<file path="config.mk">
export PLATFORM = sky130hd
export DESIGN_NAME = cmux_basic_frame_deframer
export DESIGN_NICKNAME = d
export VERILOG_FILES = /design/src/hw/rtl/cbfd_pkg.sv /design/src/hw/rtl/cmux_basic_frame_deframer.sv
export VERILOG_INCLUDE_DIRS = /design/src /design/src/hw/rtl
export SDC_FILE = /design/constraint.sdc
export NUM_CORES = 1
export LEC_CHECK = 0
export BUFFER_PORTS_ARGS = -buffer_cell sky130_fd_sc_hd__buf_2
export CORE_MARGIN = 1
export CORE_UTILIZATION = 50
export CTS_BUF_LIST = sky130_fd_sc_hd__clkbuf_8
export DETAILED_ROUTE_END_ITERATION = 10
export HOLD_SLACK_MARGIN = 0.05
export PLACE_DENSITY = 0.75
export SLEW_MARGIN = 20
export SYNTH_ARGS = -nofsm -noshare
export SYNTH_HDL_FRONTEND = slang
export SYNTH_SLANG_ARGS = --single-unit
</file>
<file path="constraint.sdc">
create_clock -name clock -period 2.7 [get_ports clock]
set_input_delay 0.27 -clock clock [delete_from_list [all_inputs] [get_ports clock]]
set_output_delay 0.27 -clock clock [all_outputs]
set_load 0.02 [all_outputs]
</file>
<file path="src/hw/rtl/cmux_basic_frame_deframer_defines.svh">
// Assertion helpers for the deframer.
`ifndef CMUX_BASIC_FRAME_DEFRAMER_DEFINES_SVH
`define CMUX_BASIC_FRAME_DEFRAMER_DEFINES_SVH

// Implication property, checked on every clock edge outside reset.
`define CBFD_ASSERT_IMPL(label, ante, cons, msg) \
   label: assert property (@(posedge clock) disable iff (reset) (ante) |-> (cons)) \
      else $error(msg);

// Next-cycle implication, checked on every clock edge outside reset.
`define CBFD_ASSERT_NEXT(label, ante, cons, msg) \
   label: assert property (@(posedge clock) disable iff (reset) (ante) |=> (cons)) \
      else $error(msg);

`endif

</file>
<file path="src/hw/rtl/cbfd_pkg.sv">
package cbfd_pkg;

   // Reset value of the flag register
   localparam logic [7:0] FLAG_RESET = 8'hF9;
   // Channel number sits in the top six bits of the address byte
   localparam int unsigned CHAN_LSB = 2;

   typedef enum logic [2:0] {
      PH_HUNT  = 3'd0,
      PH_ADDR  = 3'd1,
      PH_CTRL  = 3'd2,
      PH_LEN   = 3'd3,
      PH_DATA  = 3'd4,
      PH_FCS   = 3'd5,
      PH_CLOSE = 3'd6
   } phase_type;

   typedef enum logic [1:0] {
      KIND_DATA = 2'd0,
      KIND_DONE = 2'd1,
      KIND_ERR  = 2'd2
   } kind_type;

endpackage

</file>
<file path="src/hw/rtl/cmux_basic_frame_deframer.sv">
// Basic-option multiplexer frame deframer. Received bytes enter on the req_
// channel, one per transaction, and the phase machine steps once per byte: the
// block sustains one byte per clock cycle unless rsp_stall holds back a result;
// a result reaches rsp_ through the input register, then the result register.
// Only payload bytes, the frame-done marker and the framing-error marker produce
// a result; flag hunting, header and FCS bytes are consumed silently. The FCS is
// not checked. The flag value is set through csr_, which is always ready and
// must be written only while the block is idle.
`include "cmux_basic_frame_deframer_defines.svh"

module cmux_basic_frame_deframer (
   input  logic       clock,
   input  logic       reset,
   // receive byte channel
   input  logic       req_valid,
   output logic       req_stall,
   input  logic [7:0] req_rx_byte,
   // result channel
   output logic       rsp_valid,
   input  logic       rsp_stall,
   output logic [1:0] rsp_kind,
   output logic [7:0] rsp_payload,
   output logic [5:0] rsp_channel,
   output logic [7:0] rsp_control,
   output logic [6:0] rsp_frame_len,
   // flag register write
   input  logic       csr_valid,
   output logic       csr_ready,
   input  logic [7:0] csr_flag_byte
);

   cbfd_pkg::phase_type phase_ff, phase_in;
   logic [7:0] flag_ff, flag_in;
   logic       in_valid_ff, in_valid_in;
   logic [7:0] in_byte_ff, in_byte_in;
   logic [5:0] chan_ff, chan_in;
   logic [7:0] ctrl_ff, ctrl_in;
   logic [6:0] len_ff, len_in;
   logic [6:0] left_ff, left_in;
   logic       out_valid_ff, out_valid_in;
   cbfd_pkg::kind_type out_kind_ff, out_kind_in;
   logic [7:0] out_payload_ff, out_payload_in;
   logic [5:0] out_chan_ff, out_chan_in;
   logic [7:0] out_ctrl_ff, out_ctrl_in;
   logic [6:0] out_len_ff, out_len_in;

   logic               produce;
   cbfd_pkg::kind_type emit_kind;
   logic [7:0]         emit_payload;
   logic               out_free;
   logic               in_move;

   // Handshake control
   assign out_free  = !out_valid_ff || !rsp_stall;
   assign in_move   = in_valid_ff && (!produce || out_free);
   assign req_stall = in_valid_ff && !in_move;
   assign csr_ready = 1'b1;

   // Flag register
   always_comb begin
      flag_in = flag_ff;
      if (csr_valid) begin
         flag_in = csr_flag_byte;
      end
   end

   // Input register
   always_comb begin
      in_valid_in = in_valid_ff && !in_move;
      in_byte_in  = in_byte_ff;
      if (req_valid && !req_stall) begin
         in_valid_in = 1'b1;
         in_byte_in  = req_rx_byte;
      end
   end

   // Next phase
   always_comb begin
      phase_in = phase_ff;
      if (in_move) begin
         unique case (phase_ff)
            cbfd_pkg::PH_ADDR: phase_in = cbfd_pkg::PH_CTRL;
            cbfd_pkg::PH_CTRL: phase_in = cbfd_pkg::PH_LEN;
            cbfd_pkg::PH_LEN: begin
               phase_in = (in_byte_ff[7:1] == 7'd0) ? cbfd_pkg::PH_FCS
                                                    : cbfd_pkg::PH_DATA;
            end
            cbfd_pkg::PH_DATA: begin
               if (left_ff == 7'd1) begin
                  phase_in = cbfd_pkg::PH_FCS;
               end
            end
            cbfd_pkg::PH_FCS:   phase_in = cbfd_pkg::PH_CLOSE;
            cbfd_pkg::PH_CLOSE: phase_in = cbfd_pkg::PH_HUNT;
            default: begin
               // hunting, and the unused code
               phase_in = (in_byte_ff == flag_ff) ? cbfd_pkg::PH_ADDR
                                                  : cbfd_pkg::PH_HUNT;
            end
         endcase
      end
   end

   // Phase outputs: header capture and result generation
   always_comb begin
      produce      = 1'b0;
      emit_kind    = cbfd_pkg::KIND_DATA;
      emit_payload = 8'd0;
      chan_in      = chan_ff;
      ctrl_in      = ctrl_ff;
      len_in       = len_ff;
      left_in      = left_ff;
      unique case (phase_ff)
         cbfd_pkg::PH_ADDR: begin
            if (in_move) begin
               chan_in = in_byte_ff[7:cbfd_pkg::CHAN_LSB];
            end
         end
         cbfd_pkg::PH_CTRL: begin
            if (in_move) begin
               ctrl_in = in_byte_ff;
            end
         end
         cbfd_pkg::PH_LEN: begin
            if (in_move) begin
               len_in  = in_byte_ff[7:1];
               left_in = in_byte_ff[7:1];
            end
         end
         cbfd_pkg::PH_DATA: begin
            produce      = in_valid_ff;
            emit_payload = in_byte_ff;
            if (in_move) begin
               left_in = left_ff - 7'd1;
            end
         end
         cbfd_pkg::PH_CLOSE: begin
            produce   = in_valid_ff;
            emit_kind = (in_byte_ff == flag_ff) ? cbfd_pkg::KIND_DONE
                                                : cbfd_pkg::KIND_ERR;
         end
         default: begin
         end
      endcase
   end

   // Result register
   always_comb begin
      out_valid_in   = out_valid_ff && rsp_stall;
      out_kind_in    = out_kind_ff;
      out_payload_in = out_payload_ff;
      out_chan_in    = out_chan_ff;
      out_ctrl_in    = out_ctrl_ff;
      out_len_in     = out_len_ff;
      if (in_move && produce) begin
         out_valid_in   = 1'b1;
         out_kind_in    = emit_kind;
         out_payload_in = emit_payload;
         out_chan_in    = chan_ff;
         out_ctrl_in    = ctrl_ff;
         out_len_in     = len_ff;
      end
   end

   always_ff @(posedge clock) begin
      if (reset) begin
         phase_ff     <= cbfd_pkg::PH_HUNT;
         flag_ff      <= cbfd_pkg::FLAG_RESET;
         in_valid_ff  <= 1'b0;
         out_valid_ff <= 1'b0;
         chan_ff      <= 6'd0;
         ctrl_ff      <= 8'd0;
         len_ff       <= 7'd0;
         left_ff      <= 7'd0;
      end else begin
         phase_ff     <= phase_in;
         flag_ff      <= flag_in;
         in_valid_ff  <= in_valid_in;
         out_valid_ff <= out_valid_in;
         chan_ff      <= chan_in;
         ctrl_ff      <= ctrl_in;
         len_ff       <= len_in;
         left_ff      <= left_in;
      end
   end

   always_ff @(posedge clock) begin
      in_byte_ff     <= in_byte_in;
      out_kind_ff    <= out_kind_in;
      out_payload_ff <= out_payload_in;
      out_chan_ff    <= out_chan_in;
      out_ctrl_ff    <= out_ctrl_in;
      out_len_ff     <= out_len_in;
   end

   assign rsp_valid     = out_valid_ff;
   assign rsp_kind      = out_kind_ff;
   assign rsp_payload   = out_payload_ff;
   assign rsp_channel   = out_chan_ff;
   assign rsp_control   = out_ctrl_ff;
   assign rsp_frame_len = out_len_ff;

   // Checks
   `CBFD_ASSERT_IMPL(a_stall_only_when_blocked, req_stall, in_valid_ff && out_valid_ff && rsp_stall, "input stalled without a blocked result")
   `CBFD_ASSERT_IMPL(a_data_count_nonzero, phase_ff == cbfd_pkg::PH_DATA, left_ff != 7'd0, "payload phase with no bytes left")
   `CBFD_ASSERT_NEXT(a_close_emits, in_move && phase_ff == cbfd_pkg::PH_CLOSE, out_valid_ff && phase_ff == cbfd_pkg::PH_HUNT && out_payload_ff == 8'd0, "closing byte did not end the frame")
   `CBFD_ASSERT_NEXT(a_zero_len_skips, in_move && phase_ff == cbfd_pkg::PH_LEN && in_byte_ff[7:1] == 7'd0, phase_ff == cbfd_pkg::PH_FCS, "zero length frame entered payload phase")

endmodule

</file>
==> impl_metrics.toml, run 1 <==
[layout]
diodes = 0
num-fill-cells = 500
final_cells = 400
area_delta_synth_final_pct = 15.7
nNetsFinal = 343
post_route_cells_drive_above_1_share = 0.249
final_core_utilization = 0.611

[worst_setup_path]
critPathCaptureType = "flip-flop"
path_class = "reg2reg"
critPathArrivalTime_ns = 2.22
crit_fanout = 12
critical-path-slowest-cell = "sky130_fd_sc_hd__dfxtp_1"
worstReg2RegStart = "phase_ff[2]"
crit_path_start_kind = "flip-flop"
crit_path_cell_trace = "nor3b_4 > buf_4 > o2bb2ai_2 > a31oi_1 > a311oi_2"
cpPeakStageDelay_ns = 0.56
reg2reg_depth = 5
crit-reg2reg-capture = "left_ff[6]"
timing.critical_path.required_ns = 2.97
regToRegSetupSlack_ns = 0.75

[timing]
layout_worst_path_cycle_share = 0.724
setup_viol_count_final = 0
setup_slack_ns = 0.745
timing.slew.headroom = 0.486
rsz0062_at_grt = "no"
timing_worst_slew_pin_value_ns = 0.771
clock_skew_ns = 0.00850
timing.setup.tns_ns = 0
fmax_mhz = 512
final_period_minus_worst_setup_slack_ns = 1.95
finalMaxSlewViolations = 0
hold_viol_final = 0

[route]
wl_per_cell_microns = 15.2
detail_route.wirelength_microns = 6060
remaining_design_rule_violation_count = 0
drt_pass1_iterations = 4
vias = 2184
postRouteAntennaNets = 0
dr.first_iter.drc_count = 150
avgViaCountPerCell = 5.46

[worst_hold_path]
hold_path_depth = 1
hold_path.startpoint = "req_rx_byte[5]"
min_delay_worst_endpoint = "in_byte_ff[5]"
hp-class = "in2reg"

[logic_synthesis]
post_synth_and_or_nand_nor_area_fraction = 0.149
synthFlopType = "sky130_fd_sc_hd__dfxtp_1"
post-synth-top-area-cell = "sky130_fd_sc_hd__edfxtp_1"
synth.area.mux_share = 0.0598
synth.area.top_cells = "sky130_fd_sc_hd__edfxtp_1 37%, sky130_fd_sc_hd__dfxtp_1 26%, sky130_fd_sc_hd__mux2i_1 5.6%"
synth-edff-count = 39
synthDominantCellAreaShare = 0.366
synth-seq-cells = 80
synth-warning-count = 0
ys_async_sr_fraction = 0
syn-mean-instance-area_sq_um = 11.9
synth_top_family_by_area = "simple AND/OR/NAND/NOR gates"
synth_xor_xnor_area_share = 0.0219
synth_area_in_adders = 0.00782
yosys.cell_types.count = 49
yosysMostFrequentCell = "sky130_fd_sc_hd__dfxtp_1"
post_synth_inst_count = 268
mappedNetlistArea_sq_um = 3200
synth_compound_gate_area_share = 0.106
mappedNetlistNets = 291
synth.yosys.seq_area_share = 0.623
post_synth_most_frequent_cells = "41 x sky130_fd_sc_hd__dfxtp_1, 39 x sky130_fd_sc_hd__edfxtp_1, 26 x sky130_fd_sc_hd__nor2_1, 21 x sky130_fd_sc_hd__nand2_1, 19 x sky130_fd_sc_hd__a21oi_1"

[placement]
dpl_cells = 384
detailedPlace.worstSlack_ns = 0.780
gp_routability_congestion = 0.910
place_hpwl_microns = 3950
port_buffers = 53

[clocking]
cts.clk_slew.worst_paths_ns = 0.07
clock_insertion_delay_worst_skew_ns = 0.35
post_cts.resized_instances = 0
post-cts-setup-buffer-count = 0
cts_made_buffers = 9
tritoncts = "done"
cts_sinks = 80
holdBufCountCts = 0
max_buffers_root_to_sink = 2
htreeDepth = 3
clk_root_buffer_cell = "sky130_fd_sc_hd__clkbuf_8"

[power_and_ir_drop]
share_comb_of_total_power = 0.033
power.share.sequential = 0.588
internal_power_mw = 1.76
p_leak_nw = 1.30
switching_share = 0.213
vdd_ir_drop_max_mv = 0.341
pwr-share-clk = 0.379
netSwitchingPower_mw = 0.477
power_density_nw_per_um2 = 604

[floorplan]
boundaryPins = 55
die_area_sq_um = 6720
die_h_microns = 82.0
num_rows = 28
initial_core_util = 0.528
coreArea_sq_um = 6060
horizontal_die_dimension_microns = 82.0

[global_route]
antenna_found_initial = 0
grt_util_all_layers = 0.205
first_global_vias = 2033
global_route_wire_length_before_repair_microns = 9860
final_global_route_overflow_total = 0
grt_start_max_net_pins = 42

[run_status]
status = "finished clean"

[job]
drv.max_cap_violation_count = 0
## stage by stage
step | total power [mW] | cell area (sq um) | hold slack, ns
finish | 2.24 | 3700 | 0.0905
CTS | 2.25 | 3700 | 0.0723
floorplan | 1.38 | 3200 | 0.369
global route | 2.31 | 3700 | 0.0781
global placement | 1.42 | 3510 | 0.415
detailed placement | 1.42 | 3510 | 0.415
## logic make-up (layout without fill, tap and decap cells)
kind of cell | Yosys count | in the layout
XOR/XNOR | 8 | 8
multiplexers | 19 | 19
buffers and inverters | 21 | 78
other | 1 | 1
AND/OR/NAND/NOR | 89 | 89
AO/OA/AOI/OAI | 48 | 48
adder cells (fa/ha/maj) | 2 | 2
flip-flops | 80 | 80
## layout make-up
cell class	instances	area [sq um]	share of cell area
flip-flops and latches	80	1990	0.538
multi-input cells	167	1110	0.301
repair buffers	56	288	0.0778
clock buffers	10	138	0.0372
well taps	75	93.8	0.0254
clock inverters	6	55.1	0.0149
inverters	6	22.5	0.00609
## routing by layer
| metal | global-route usage | routed length, microns | up-vias |
|---|---|---|---|
| li1 | - | - | 1065 |
| met5 | 0 | 0 | - |
| met4 | 0.116 | 133 | 0 |
| met3 | 0.0533 | 368 | 13 |
| met1 | 0.261 | 2750 | 1029 |
| met2 | 0.313 | 2810 | 77 |
## cells in the final DEF, fill, tap and decap left out, drive strengths merged, types with 2 or more instances in the layout
cell / count
buf: 56
dfxtp: 41
edfxtp: 39
nor2: 26
nand2: 21
a21oi: 19
mux2i: 18
clkbuf: 10
and2: 9
inv: 8
xnor2: 8
nor4: 6
nor2b: 5
a211o: 5
o21ai: 5
nor3: 4
a31oi: 4
nand4: 4
nor3b: 4
o31ai: 3
clkinv: 3
nand3b: 2
nand3: 2
o211ai: 2
ha: 2
## power by group through the flow
stage / clock, mW / sequential, mW / combinational, mW
floorplan: 0 / 1.33 / 0.0532
global placement: 0 / 1.34 / 0.0715
detailed placement: 0 / 1.34 / 0.0727
CTS: 0.865 / 1.32 / 0.0736
global route: 0.908 / 1.32 / 0.0812
finish: 0.847 / 1.32 / 0.0730
## state kept, by name (all words and copies together), names as in the netlist, 7 cells and up
register,flops
ctrl_ff,8
flag_ff,8
in_byte_ff,8
left_ff,7
len_ff,7
rsp_control,8
rsp_frame_len,7
rsp_payload,8
## how the worst max path moves through the flow
stage / startpoint / end / slack (ns) / cells after the start
finish: phase_ff[2] / left_ff[6] / 0.75 / 5
detailed placement: phase_ff[0] / in_byte_ff[4] / 0.78 / 3
global route: phase_ff[2] / left_ff[6] / 0.61 / 5
CTS: phase_ff[0] / in_byte_ff[7] / 0.76 / 3
floorplan: in_valid_ff / rsp_channel[0] / 0.08 / 3
global placement: phase_ff[0] / in_byte_ff[4] / 0.87 / 3
## critical path: cells and delay by family (launching register included)
| kind | cells | cell delay (ns) |
|---|---|---|
| flops | 1 | 0.56 |
| compound gates | 3 | 0.60 |
| simple gates | 1 | 0.46 |
| buf+inv | 1 | 0.25 |
(Power assumes the default switching activity.)
==> run 2, diff against run 1 <==
ABC_AREA = 1   (was default)
clock period = 1.62 ns   (was 2.7 ns; I/O delays follow)
==> run 2 against run 1 <==
Net effect: utilization rose by 3.6 points; synthesized cell count is 22% higher; hold slack lost 0.014 ns; worst setup slack got worse by 0.63 ns; cell count is 22% higher; highest routed layer unchanged; sequential share of layout area fell by 2.4 points; clock-buffer cell count stayed put; synthesized area is 1.7% lower; first-iteration DRC count is 6.7% lower.
==> impl_metrics.toml, run 2 <==
[run_status]
status = "finished clean"

[logic_synthesis]
post_synth_most_frequent_cells = "57 x sky130_fd_sc_hd__nor2_1, 51 x sky130_fd_sc_hd__nand2_1, 41 x sky130_fd_sc_hd__dfxtp_1, 39 x sky130_fd_sc_hd__edfxtp_1, 38 x sky130_fd_sc_hd__a21oi_1"
post-synth-top-area-cell = "sky130_fd_sc_hd__edfxtp_1"
synth-warning-count = 0
synth.area.top_cells = "sky130_fd_sc_hd__edfxtp_1 37%, sky130_fd_sc_hd__dfxtp_1 26%, sky130_fd_sc_hd__nor2_1 6.8%"
yosys.cell_types.count = 27
ys_async_sr_fraction = 0
synth-seq-cells = 80
synthDominantCellAreaShare = 0.372
mappedNetlistArea_sq_um = 3150
syn-mean-instance-area_sq_um = 9.62
synthFlopType = "sky130_fd_sc_hd__dfxtp_1"
yosysMostFrequentCell = "sky130_fd_sc_hd__nor2_1"
mappedNetlistNets = 350
synth.yosys.seq_area_share = 0.633
synth-edff-count = 39
post_synth_inst_count = 327

[clocking]
tritoncts = "done"
max_buffers_root_to_sink = 2
cts_made_buffers = 9
htreeDepth = 3
cts.clk_slew.worst_paths_ns = 0.08
clk_root_buffer_cell = "sky130_fd_sc_hd__clkbuf_8"
cts_sinks = 80
clock_insertion_delay_worst_skew_ns = 0.36

[timing]
timing.slew.headroom = 0.650
setup_viol_count_final = 0
final_period_minus_worst_setup_slack_ns = 1.50
timing_worst_slew_pin_value_ns = 0.524
finalMaxSlewViolations = 0
rsz0062_at_grt = "no"
layout_worst_path_cycle_share = 0.928
hold_viol_final = 0
timing.setup.tns_ns = 0
fmax_mhz = 665
clock_skew_ns = 0.00904

[placement]
place_hpwl_microns = 4320
gp_routability_congestion = 0.834
port_buffers = 53
dpl_cells = 455

[layout]
final_core_utilization = 0.647
diodes = 0
layout.cells.most_common = "sky130_fd_sc_hd__nor2_1"
area_delta_synth_final_pct = 23.2
final_cells = 486
nNetsFinal = 429
mostFrequentLayoutCells = "55 x sky130_fd_sc_hd__nor2_1, 53 x sky130_fd_sc_hd__buf_2, 51 x sky130_fd_sc_hd__nand2_1"
post_route_cells_drive_above_1_share = 0.234
num-fill-cells = 503

[power_and_ir_drop]
report.power.total_mw = 3.88
vdd_ir_drop_max_mv = 0.666
p_leak_nw = 1.68
power_density_nw_per_um2 = 1000

[global_route]
first_global_vias = 2303
grt_start_max_net_pins = 32
final_global_route_overflow_total = 0
grt_util_all_layers = 0.216
antenna_found_initial = 0
global_route_wire_length_before_repair_microns = 10300

[route]
remaining_design_rule_violation_count = 0
drt_pass1_iterations = 4
detail_route.wirelength_microns = 6480
dr.first_iter.drc_count = 140
postRouteAntennaNets = 0
vias = 2430
wl_per_cell_microns = 13.3
avgViaCountPerCell = 5.00

[worst_setup_path]
timing.critical_path.required_ns = 1.46
path_class = "reg2out"
critPathArrivalTime_ns = 1.34
crit_fanout = 3
critPathCaptureType = "primary output"
crit_path_start_kind = "flip-flop"

[floorplan]
die_h_microns = 81.3
die_area_sq_um = 6610
num_rows = 28
initial_core_util = 0.525
horizontal_die_dimension_microns = 81.3
boundaryPins = 55
coreArea_sq_um = 5990

[job]
drv.max_cap_violation_count = 0

[worst_hold_path]
hp-class = "in2reg"
[run 2: cell count changes in the layout (fill, tap and decap cells not counted), sizes merged, moves of 5 or more]
| cell | previous run | this run |
|---|---|---|
| buf | 56 | 64 |
| nor2 | 26 | 59 |
| nor4 | 6 | 0 |
| nor2b | 5 | 0 |
| mux2i | 18 | 0 |
| a21oi | 19 | 39 |
| a211o | 5 | 0 |
| and2 | 9 | 0 |
| o21ai | 5 | 23 |
| inv | 8 | 33 |
| nand3 | 2 | 15 |
| nand2 | 21 | 54 |
| dlygate4sd3 | 0 | 15 |
[run 2: worst max-delay path, cell delays in order (launching register included)]
cell                      delay, ns
sky130_fd_sc_hd__dfxtp_1       0.34
sky130_fd_sc_hd__inv_1         0.09
sky130_fd_sc_hd__nor3_2        0.14
sky130_fd_sc_hd__nand2_1       0.11
sky130_fd_sc_hd__inv_2         0.07
sky130_fd_sc_hd__buf_4         0.09
sky130_fd_sc_hd__buf_2         0.15
[run 2: report_power, final]
group | total, mW | internal [mW] | switching [mW]
Sequential | 2.20 | 2.17 | 0.0315
Clock | 1.34 | 0.600 | 0.743
Combinational | 0.342 | 0.135 | 0.207
Total | 3.88 | 2.90 | 0.982
[run 2: area by class of cell]
cell class,instances,area [sq um],share of cell area
Clock buffer,10,138,0.0355
Multi-Input combinational cell,204,977,0.252
Timing Repair Buffer,79,510,0.132
Inverter,32,120,0.0310
Clock inverter,6,43.8,0.0113
Tap cell,75,93.8,0.0242
Sequential cell,80,1990,0.514
[run 2: repair_timing]
| action | in CTS | in global routing |
|---|---|---|
| setup buffers | 0 | 0 |
| resized for setup | 0 | 3 |
| endpoints found under the hold margin | 15 | 0 |
| endpoints found under the setup margin | 0 | 9 |
| hold buffers | 15 | 0 |
[run 2: metrics by stage]
stage	area (sq um)	worst slack, ns	hold slack (ns)
3_5_place_dp	3540	0.0323	0.340
3_3_place_gp	3540	0.0758	0.340
4_1_cts	3870	0.0233	0.0697
5_1_grt	3880	0.00939	0.0818
6_report	3880	0.117	0.0768
2_1_floorplan	3160	0.0104	0.261
[run 2: cell families after synthesis]
kind of cell / count (synthesis) / share of synthesized area
AND/OR/NAND/NOR: 132 / 0.176
XOR/XNOR: 5 / 0.0139
other: 1 / 0.00119
buffers and inverters: 43 / 0.0609
adder cells (fa/ha/maj): 2 / 0.00795
AO/OA/AOI/OAI: 64 / 0.107
flip-flops: 80 / 0.633
[run 2: metal layers]
metal | track usage | vias up | routed length [microns]
li1 | - | 1227 | -
met1 | 0.255 | 1108 | 2790
met2 | 0.372 | 87 | 3190
met3 | 0.0618 | 8 | 412
met4 | 0.0804 | 0 | 87
met5 | 0 | - | 0
[run 2: final timing paths]
| path | endpoint | cells after the start | slack (ns) | from |
|---|---|---|---|---|
| hold reg to reg | rsp_channel[2] | 0 | 0.43 | chan_ff[2] |
| setup reg to reg | phase_ff[0] | 9 | 0.14 | phase_ff[0] |
| hold / removal | rsp_valid | 3 | 0.08 | rsp_stall |
| setup / recovery | req_stall | 6 | 0.12 | in_valid_ff |
==> run 3, diff against run 2 <==
CORE_UTILIZATION = 46   (was 50)
PLACE_DENSITY = 0.7   (was 0.75)
==> run 3 against run 2 <==
Net effect: clock skew increased by 0.0031 ns; largest cell class unchanged; critical path type unchanged; wire length decreased by 1.3%; maximum frequency decreased by 0.62%; die area up 8.5%; worst setup slack got worse by 0.0093 ns; the flow now finishes with violations (DRC); register-to-register slack about the same.
==> impl_metrics.toml, run 3 (synthesis results as in run 2) <==
[global_route]
first_global_vias = 2285
grt_start_max_net_pins = 26
global_route_wire_length_before_repair_microns = 10500
grt_util_all_layers = 0.193
antenna_found_initial = 0
final_global_route_overflow_total = 0

[placement]
gp_routability_congestion = 0.911
place_hpwl_microns = 4330
postPlaceCellArea_sq_um = 3570
detailedPlace.worstSlack_ns = 0.130
dpl_cells = 460
port_buffers = 53

[timing]
fmax_mhz = 661
finalMaxSlewViolations = 0
timing_worst_slew_pin_value_ns = 0.653
clock_skew_ns = 0.0121
final_period_minus_worst_setup_slack_ns = 1.51
setup_viol_count_final = 0
rsz0062_at_grt = "no"
hold_viol_final = 0
setup_slack_ns = 0.108
timing.slew.headroom = 0.563
timing.setup.tns_ns = 0
layout_worst_path_cycle_share = 0.933

[worst_setup_path]
crit_fanout = 4
worstReg2RegStart = "phase_ff[2]"
timing.critical_path.required_ns = 1.46
critPathCaptureType = "primary output"
critPathArrivalTime_ns = 1.35
crit_path_start_kind = "flip-flop"
path_class = "reg2out"
critical-path-top-delay-family = "flip-flops"
startpoint = "phase_ff[2]"
cpPeakStageDelay_ns = 0.40
regToRegSetupSlack_ns = 0.13
critical_path_buf_inv_count = 3
crit_path_cell_trace = "inv_2 > nor3_2 > nand2_1 > inv_1 > buf_2"
critical-path-slowest-cell = "sky130_fd_sc_hd__dfxtp_1"

[floorplan]
boundaryPins = 55
die_h_microns = 84.7
horizontal_die_dimension_microns = 84.7
coreArea_sq_um = 6460
initial_core_util = 0.487
die_area_sq_um = 7170
num_rows = 29

[route]
remaining_design_rule_violation_count = 5
detail_route.wirelength_microns = 6400
dr.first_iter.drc_count = 135
wl_per_cell_microns = 13.0
postRouteAntennaNets = 0
drt_pass1_iterations = 8
avgViaCountPerCell = 5.00
vias = 2454

[clocking]
htreeDepth = 3
cts_made_buffers = 9
tritoncts = "done"
max_buffers_root_to_sink = 2
holdBufCountCts = 15
clk_root_buffer_cell = "sky130_fd_sc_hd__clkbuf_8"
cts_sinks = 80
post-cts-setup-buffer-count = 0
post_cts.resized_instances = 0
cts.clk_slew.worst_paths_ns = 0.07
clock_insertion_delay_worst_skew_ns = 0.35

[layout]
final_cells = 491
area_delta_synth_final_pct = 24.3
finalInstanceArea_sq_um = 3910
layout.cells.most_common = "sky130_fd_sc_hd__nor2_1"
post_route_cells_drive_above_1_share = 0.232
nNetsFinal = 432
final_core_utilization = 0.606
mostFrequentLayoutCells = "56 x sky130_fd_sc_hd__nor2_1, 53 x sky130_fd_sc_hd__buf_2, 51 x sky130_fd_sc_hd__nand2_1"
diodes = 0

[worst_hold_path]
hold_path.startpoint = "req_valid"
hp-class = "in2reg"

[job]
drv.max_cap_violation_count = 0

[power_and_ir_drop]
p_leak_nw = 1.72
power_density_nw_per_um2 = 1020
vdd_ir_drop_max_mv = 0.549

[run_status]
violations = "DRC"
status = "finished, violations left"
==> run 3: changes by cell type in the layout (fill, tap and decap cells not counted), sizes merged <==
cell / previous run / this run
clkinvlp: 3 / 0
bufinv: 0 / 1
buf: 64 / 67
clkinv: 2 / 3
inv: 33 / 34
==> run 3: per-layer routing <==
layer / track usage / share of wire / up-vias / wire, microns
li1: - / - / 1242 / -
met1: 0.234 / 0.43 / 1123 / 2780
met2: 0.333 / 0.49 / 81 / 3130
met3: 0.0511 / 0.063 / 8 / 402
met4: 0.0693 / 0.014 / 0 / 91
met5: 0 / 0 / - / 0
==> run 3: final cells by class <==
| cell class | instances | area (sq um) |
|---|---|---|
| repair buffers | 82 | 533 |
| inverters | 32 | 120 |
| clock inverters | 6 | 57.6 |
| flip-flops and latches | 80 | 1990 |
| clock buffers | 10 | 138 |
| well taps | 77 | 96.3 |
| multi-input cells | 204 | 975 |
| fillers | 550 | 2550 |
==> run 3: power by group <==
part           total [mW]  switching (mW)  internal (mW)
Combinational       0.345           0.205          0.140
Clock                1.44           0.691          0.746
Sequential           2.20          0.0312           2.17
==> run 3: through the flow <==
| step | power [mW] | hold slack, ns |
|---|---|---|
| global placement | 2.55 | 0.343 |
| detailed placement | 2.56 | 0.340 |
| floorplan | 2.45 | 0.261 |
| global route | 4.14 | 0.0756 |
| CTS | 4.00 | 0.0689 |
| finish | 3.98 | 0.0795 |
==> run 3: path summary, 6_finish.rpt <==
check | to | cells past startpoint
max | req_stall | 5
min | in_valid_ff | 3
max reg2reg | in_byte_ff[6] | 5
min reg2reg | rsp_channel[1] | 0
==> run 3: tightest hold or removal path, cell delays in order <==
cell and delay, ns:
sky130_fd_sc_hd__buf_2 0.09, sky130_fd_sc_hd__inv_1 0.06, sky130_fd_sc_hd__a21oi_1 0.06
